===== src/hdl/tcrf_pkg.sv =====
// ----------------------------------------------------------------------------
// tcrf_pkg
// types, codes and hash helper for the connection tracking rate filter
// ----------------------------------------------------------------------------
package tcrf_pkg;

   typedef struct packed {
      logic        opcode;
      logic [2:0]  frame_kind;
      logic [31:0] source_addr;
      logic [31:0] dest_addr;
      logic [5:0]  flag_bits;
      logic [63:0] timestamp_ns;
      logic        allow_value;
   } req_type;

   typedef struct packed {
      logic       verdict;
      logic [3:0] cause;
      logic [3:0] track_state;
   } rsp_type;

   localparam logic [63:0] GOLDEN = 64'h9E3779B97F4A7C15;

   localparam logic [5:0] F_FIN = 6'h01;
   localparam logic [5:0] F_SYN = 6'h02;
   localparam logic [5:0] F_RST = 6'h04;
   localparam logic [5:0] F_PSH = 6'h08;
   localparam logic [5:0] F_ACK = 6'h10;
   localparam logic [5:0] F_URG = 6'h20;

   localparam logic [3:0] ST_NEW          = 4'd0;
   localparam logic [3:0] ST_SYN_SENT     = 4'd1;
   localparam logic [3:0] ST_SYN_RECEIVED = 4'd2;
   localparam logic [3:0] ST_ESTABLISHED  = 4'd3;
   localparam logic [3:0] ST_FIN_WAIT_1   = 4'd4;
   localparam logic [3:0] ST_FIN_WAIT_2   = 4'd5;
   localparam logic [3:0] ST_TIME_WAIT    = 4'd6;
   localparam logic [3:0] ST_CLOSE        = 4'd7;
   localparam logic [3:0] ST_CLOSE_WAIT   = 4'd8;
   localparam logic [3:0] ST_LAST_ACK     = 4'd9;
   localparam logic [3:0] ST_RELATED      = 4'd10;
   localparam logic [3:0] ST_INVALID      = 4'd11;

   localparam logic [3:0] CAUSE_OK      = 4'd0;
   localparam logic [3:0] CAUSE_WHITE   = 4'd1;
   localparam logic [3:0] CAUSE_MALFORM = 4'd2;
   localparam logic [3:0] CAUSE_NOT_TCP = 4'd3;
   localparam logic [3:0] CAUSE_FLAGS   = 4'd4;
   localparam logic [3:0] CAUSE_NO_SYN  = 4'd5;
   localparam logic [3:0] CAUSE_RATE    = 4'd6;
   localparam logic [3:0] CAUSE_INVALID = 4'd7;
   localparam logic [3:0] CAUSE_WRITE   = 4'd8;

   localparam logic [2:0] KIND_SHORT   = 3'd0;
   localparam logic [2:0] KIND_NOT_IP  = 3'd1;
   localparam logic [2:0] KIND_NOT_TCP = 3'd3;
   localparam logic [2:0] KIND_TCP     = 3'd5;

   localparam logic [2:0] CSR_SYN    = 3'd0;
   localparam logic [2:0] CSR_SYNACK = 3'd1;
   localparam logic [2:0] CSR_FIN    = 3'd2;
   localparam logic [2:0] CSR_RST    = 3'd3;
   localparam logic [2:0] CSR_WINDOW = 3'd4;

   localparam logic [1:0] CLS_NEW  = 2'd0;
   localparam logic [1:0] CLS_HAND = 2'd1;
   localparam logic [1:0] CLS_FIN  = 2'd2;
   localparam logic [1:0] CLS_RST  = 2'd3;

   // status of a finished lookup passed to the rate stage
   typedef struct packed {
      logic       go;
      logic       limited;
      logic [1:0] cls;
      logic [3:0] st;
   } conn_result_type;

   function automatic logic bad_flags(input logic [5:0] f);
      logic b;
      b = (f == 6'd0);
      b = b | ((f & (F_FIN | F_SYN)) == (F_FIN | F_SYN));
      b = b | ((f & (F_SYN | F_RST)) == (F_SYN | F_RST));
      b = b | ((f & (F_FIN | F_RST)) == (F_FIN | F_RST));
      b = b | ((f & (F_ACK | F_FIN)) == F_FIN);
      b = b | ((f & (F_ACK | F_URG)) == F_URG);
      b = b | ((f & (F_ACK | F_PSH)) == F_PSH);
      b = b | ((f & (F_FIN | F_PSH | F_URG)) == (F_FIN | F_PSH | F_URG));
      return b;
   endfunction

   function automatic logic [3:0] next_state(input logic [3:0] s, input logic [5:0] f);
      logic [3:0] n;
      n = s;
      case (s)
         ST_NEW:          if (f[1]) n = ST_SYN_SENT;
         ST_SYN_SENT:     if (f[1] && f[4]) n = ST_SYN_RECEIVED;
         ST_SYN_RECEIVED: if (f[4]) n = ST_ESTABLISHED;
         ST_ESTABLISHED: begin
            if (f[0]) n = ST_FIN_WAIT_1;
            else if (f[2]) n = ST_CLOSE;
         end
         ST_FIN_WAIT_1: begin
            if (f[4]) n = ST_FIN_WAIT_2;
            else if (f[0]) n = ST_TIME_WAIT;
         end
         ST_FIN_WAIT_2:   if (f[0]) n = ST_TIME_WAIT;
         ST_TIME_WAIT:    if (f[4]) n = ST_CLOSE;
         ST_CLOSE_WAIT:   if (f[0]) n = ST_LAST_ACK;
         ST_LAST_ACK:     if (f[4]) n = ST_CLOSE;
         default:         n = ST_INVALID;
      endcase
      return n;
   endfunction

endpackage


===== src/hdl/tcrf_hash.sv =====
// ----------------------------------------------------------------------------
// tcrf_hash
// pipelined multiplicative hash: upper product word modulo a table size
// ----------------------------------------------------------------------------
module tcrf_hash
   import tcrf_pkg::*;
#(
   parameter int SIZE = 4096,
   parameter int AW   = 12
) (
   input  logic          clock,
   input  logic [63:0]   key,
   output logic [AW-1:0] slot
);

   // reciprocal of the table size scaled by 2^(32+AW), fits 33 bits
   localparam logic [63:0] RECIP_FULL = (64'd1 << (32 + AW)) / SIZE;
   localparam logic [32:0] RECIP      = RECIP_FULL[32:0];
   localparam logic [AW:0] SIZE_W     = SIZE[AW:0];

   // product bits 63:32 from 32x32 partial products, one stage each
   logic [63:0]     lo_lo_in;
   logic [31:0]     lo_lo_ff;
   logic [31:0]     lo_hi_ff, lo_hi_in, hi_lo_ff, hi_lo_in;
   logic [31:0]     upper_ff, upper_in;
   logic [64:0]     prod_ff, prod_in, quot_full;
   logic [AW:0]     low_ff, quot, rem, fix;
   logic [2*AW+1:0] qs;
   logic [AW-1:0]   slot_ff, slot_in;

   assign lo_lo_in = {32'd0, key[31:0]} * {32'd0, GOLDEN[31:0]};
   assign lo_hi_in = key[31:0] * GOLDEN[63:32];
   assign hi_lo_in = key[63:32] * GOLDEN[31:0];
   assign upper_in = lo_lo_ff + lo_hi_ff + hi_lo_ff;

   // quotient estimate is exact or one low, so one subtract corrects it
   assign prod_in   = {33'd0, upper_ff} * {32'd0, RECIP};
   assign quot_full = prod_ff >> (32 + AW);
   assign quot      = quot_full[AW:0];
   assign qs        = {{(AW+1){1'b0}}, quot} * {{(AW+1){1'b0}}, SIZE_W};
   assign rem       = low_ff - qs[AW:0];
   assign fix       = (rem >= SIZE_W) ? rem - SIZE_W : rem;
   assign slot_in   = fix[AW-1:0];

   always_ff @(posedge clock) begin
      lo_lo_ff <= lo_lo_in[63:32];
      lo_hi_ff <= lo_hi_in;
      hi_lo_ff <= hi_lo_in;
      upper_ff <= upper_in;
      prod_ff  <= prod_in;
      low_ff   <= upper_ff[AW:0];
      slot_ff  <= slot_in;
   end

   assign slot = slot_ff;

endmodule


===== config.mk =====
export PLATFORM = sky130hd
export DESIGN_NAME = tcrf_hash
export DESIGN_NICKNAME = d
export VERILOG_FILES = /design/src/hdl/tcrf_pkg.sv /design/src/hdl/tcrf_hash.sv
export SDC_FILE = /design/constraint.sdc
export NUM_CORES = 1
export LEC_CHECK = 0
export BUFFER_PORTS_ARGS = -buffer_cell sky130_fd_sc_hd__buf_2
export CORE_UTILIZATION = 30
export DETAILED_ROUTE_END_ITERATION = 7
export HOLD_SLACK_MARGIN = 0.12
export SETUP_SLACK_MARGIN = 0.1
export SLEW_MARGIN = 20
export SYNTH_ARGS = -nofsm -noshare
export SYNTH_HDL_FRONTEND = slang
export SYNTH_SLANG_ARGS = --single-unit

===== constraint.sdc =====
create_clock -name clock -period 10.1 [get_ports clock]
set_input_delay 2.02 -clock clock [delete_from_list [all_inputs] [get_ports clock]]
set_output_delay 2.02 -clock clock [all_outputs]
set_load 0.02 [all_outputs]

---- After elaboration in Yosys (flattened, before gate mapping) ----
Cells that the tools add are included.
cells by class
  add/subtract/negate cells ............... 4
  multipliers ............................. 3
  order comparisons ....................... 1
  multiplexer cells ....................... 1
operator list
  cell                                                        number
  multiplier 32 x 31 -> 45 bit (second input constant)        1
  multiplier 32 x 31 -> 13 bit (second input constant)        1
  multiplier 32 x 32 -> 13 bit (second input constant)        1
  adder 13 bit                                                2
  greater-or-equal comparator 13 bit (second input constant)  1
  subtractor 13 bit                                           1
  2-to-1 mux 12 bit                                           1
  subtractor 12 x 1 -> 12 bit (second input constant)         1
storage, ports and cells
  register bits after elaboration ......... 90
  input bits .............................. 65
  output and inout port bits .............. 12
  logic and storage cells ................. 16

---- Longest topological paths before layout ----
  depth after elaboration ................. 3
  gate-level depth with buffers ........... 25
  depth with buffers taken out ............ 25

---- Worst setup path before layout ----
Ideal clock, no wire load.
  kind .................................... input-to-reg
  from .................................... input port key[13]
  to ...................................... register lo_lo_ff[11]
  library setup time ...................... 0.072 ns
  data arrival time ....................... 8.186 ns
  data required time ...................... 10.028 ns
  setup slack ............................. 1.841 ns
  stages .................................. 23
  buffers on the path ..................... 0
  cell sequence ........................... inv_1 fa_1 inv_1 ha_1 inv_1 fa_1 inv_1 fa_1 fa_1 fa_1 fa_1 inv_1 fa_1 inv_1 ha_1 and3_2 nand4_1 or3_1 o32a_1 o31ai_2 o221ai_2 o31ai_2 xnor2_1
between the ends
  cells in the longest elaborated chain, start to end .. 1
RTL lines
  element                       line             text
  start: declaration            tcrf_hash.sv:12  input logic [63:0] key,
  multiplier 32 x 31 -> 45 bit  tcrf_hash.sv:31  assign lo_lo_in = {32'd0, key[31:0]} * {32'd0, GOLDEN[31:0]};
  named net lo_lo_in[43]        tcrf_hash.sv:22  logic [63:0] lo_lo_in;
  end signal: assignment        tcrf_hash.sv:46  lo_lo_ff <= lo_lo_in[63:32];
  end: declaration              tcrf_hash.sv:23  logic [31:0] lo_lo_ff;
The timed path passes the listed nets, and every way through them passes these cells.

---- Worst setup path after layout ----
Ends and elaborated chain as after synthesis.

==> flow_summary_export.csv <==
group,metric,value,unit
routing,first_iter_violations,440,
worst_setup_path,start_kind,"primary input",
cells_and_area,syn_to_final_growth,9.009,%
worst_setup_path,critPathSlowestCell,"fa_1",
worst_setup_path,crit_start,"key[13]",
floorplanning,coreArea,0.05276,mm^2
cells_and_area,drive_gt1_share,5.131,%
floorplanning,die_area,0.05459,mm^2
logic_synthesis,synth_fp_nets,2262,
clock_tree,cts_tree,"built",
run,drv_cap,0,
outcome,status,"finished with violations",
logic_synthesis,synth-seq-cells,72,
worst_setup_path,cpPeakStageDelay,0.62,ns
timing,setup_viol,0,
cells_and_area,num-nets-final,2329,
timing,finalHoldViolations,0,
clock_tree,cts_resized,0,
logic_synthesis,synth_warnings,0,
cells_and_area,layout_common_cells,"inv_1 (524), ha_1 (336), fa_1 (335), dfxtp_1 (72), xnor2_1 (62)",
clock_tree,root_buffer,"clkbuf_16",
worst_hold_path,holdCritPathClass,"reg -> reg",
worst_setup_path,crit_chain,"buf_2 > inv_1 > fa_1 > inv_1 > ha_1 > inv_1 > fa_1 > inv_1 > fa_1 > fa_1 > fa_1 > fa_1 > inv_1 > fa_1 > inv_1 > ha_1 > and3_2 > nand4_1 > or3_1 > o32a_1 > o31ai_2 > o221ai_2 > o31ai_2 > xnor2_1",
worst_setup_path,path_class,"in -> reg",
timing,fin_skew,0.004346,ns
timing,timing.fmax,112.4,MHz
placement,dp_hpwl,35.84,mm
timing,final_max_slew_viol_count,0,
clock_tree,cts_buffers,9,
global_routing,grtUsageTotal,14.91,%
placement,port_buffers,56,
routing,postRouteAntennaNets,0,
worst_hold_path,hold_start,"prod_ff[39]",
global_routing,grt_max_degree,14,
worst_setup_path,r2r_start,"lo_lo_ff[1]",
clock_tree,clock_latency,0.33,ns
clock_tree,ctsHoldBuffers,0,
logic_synthesis,synth_flop_cell,"dfxtp_1",
floorplanning,die_h,233.6,um
global_routing,antenna_found_initial,0,
floorplanning,rows,84,
cells_and_area,final_common_cell,"inv_1",
placement,dp_cells,2270,
worst_setup_path,worstPathArrival,9.09,ns
global_routing,grt_pass1_wl,60.53,mm
logic_synthesis,ys_types,50,
worst_setup_path,required,10.29,ns
clock_tree,post_cts_buffers,0,
floorplanning,initial_core_util,30.51,%
placement,place_ws,0.7955,ns
timing,worst_pin_slew,0.6325,ns
logic_synthesis,async_flop_share,0,%
clock_tree,cts_buffer_depth,2,
timing,rsz0062_at_grt,"false",
worst_setup_path,crit_buf_inv,7,
logic_synthesis,ys_seq_area_share,8.955,%
routing,num_vias,10058,
timing,final.setup.worst_slack,1.202,ns
routing,drc,2,
floorplanning,ios,77,
logic_synthesis,synth_edf_count,0,
routing,avgViaCountPerCell,4.400,
floorplanning,die_width,233.6,um
logic_synthesis,postSynthAreaPerCell,10.55,um^2
outcome,violations,"design-rule violations",
cells_and_area,antenna_cells,0,
clock_tree,clock_tree.htree_level_count,3,
timing,whs,0.3246,ns
worst_setup_path,path_common_cell,"fa_1",
routing,first_pass_iters,8,
global_routing,grt-ovfl-total,0,
clock_tree,clkTransAtPathRegs,0.05,ns
timing,setup_tns,0,ns
timing,max_slew_margin,56.75,%
clock_tree,cts.sink_count,72,
worst_setup_path,path_delay_family,"adder cells",
logic_synthesis,synthCells,1526,
placement,gp_congestion,0.9454,
cells_and_area,finalNonFillerCells,2286,
worst_setup_path,end_kind,"register",
global_routing,grt_pass1_vias,10919,
routing,routed_wl,38.42,mm
timing,layout_min_cycle_time,8.898,ns
timing,finalCritPeriodShare,88.10,%
worst_setup_path,path_max_fanout,6,
routing,drt-wirelength-per-cell,16.81,um
logic_synthesis,netlist_area,0.01610,mm^2
-- registers in the layout, indices dropped and copies added (netlist names) --
| register | count |
|---|---|
| hi_lo_ff | 12 |
| lo_hi_ff | 12 |
| lo_lo_ff | 12 |
| prod_ff | 12 |
| slot | 12 |
| upper_ff | 12 |
-- cell families (layout without fill, tap and decap cells) --
family	after synthesis	in the layout	share of synthesized area, %
flip-flops	72	72	8.955
buffers and inverters	525	597	12.25
adder cells (fa/ha/maj)	671	671	67.78
AND/OR/NAND/NOR	79	79	2.573
XOR/XNOR	74	74	4.026
AO/OA/AOI/OAI	105	105	4.415
-- metrics by stage --
step / area, um^2 / utilization [%]
after global placement: 17240 / 32.68
after detailed placement: 17240 / 32.68
after CTS: 17550 / 33.26
after global routing: 17550 / 33.26
after floorplan: 16100 / -
final: 17550 / 33.26
-- routing by layer --
metal / vias to the layer above / wire length [um] / global-route usage (%) / part of all wire (%)
met3: 13 / 1792 / 1.794 / 4.7
met1: 5101 / 18050 / 21.02 / 47
met5: - / 0 / 0 / 0
met4: 0 / 229 / 1.461 / 0.60
li1: 4747 / - / - / -
met2: 197 / 18350 / 25.11 / 48
-- cell usage after synthesis, drive strengths merged, types with 2 or more instances --
library cell	instances	area share [%]
a211oi	7	0.33
nand4	3	0.12
o21a	3	0.14
inv	524	12
nor3	8	0.25
o311ai	2	0.11
ha	336	26
o221ai	3	0.20
a21boi	5	0.23
nand2b	3	0.12
nand3b	3	0.14
fa	335	42
o31ai	3	0.20
a31oi	2	0.078
a21o	18	0.86
nand3	9	0.31
a21oi	30	0.93
o21ai	16	0.50
nand2	17	0.40
and3	6	0.27
o2111ai	4	0.22
o21bai	4	0.19
or3	4	0.16
nor2	16	0.37
and2	3	0.12
nor2b	2	0.078
xnor2	62	3.4
or4	2	0.093
xor2	12	0.65
dfxtp	72	9.0
-- area by class of cell --
| class | instances | area [um^2] |
|---|---|---|
| fill | 5430 | 35210 |
| multi-input combinational | 929 | 12680 |
| inverter | 524 | 1967 |
| sequential | 72 | 1441 |
| tap | 688 | 860.8 |
| timing repair buffer | 57 | 287.8 |
| clock buffer | 10 | 239.0 |
| clock inverter | 6 | 67.56 |
-- worst register-to-register path, cell delays in order, from the launching register on --
cell	delay [ns]
dfxtp_1	0.32
fa_1	0.54
ha_1	0.17
inv_1	0.05
fa_1	0.41
nor2b_1	0.13
o21ai_0	0.11
a21boi_0	0.26
o21ai_0	0.16
a21boi_0	0.26
o21ai_0	0.16
and2_1	0.21
a211oi_1	0.18
-- path summary, 6_finish.rpt --
| kind | endpoint | slack, ns | cells after the start |
|---|---|---|---|
| max | lo_lo_ff[11] | 1.20 | 24 |
| min | slot[7] | 0.32 | 0 |
| max reg2reg | upper_ff[11] | 7.05 | 12 |
| min reg2reg | slot[7] | 0.32 | 0 |
Power is not shown: default switching activity piles up to over one toggle a cycle in this logic, so the estimate is an artifact.
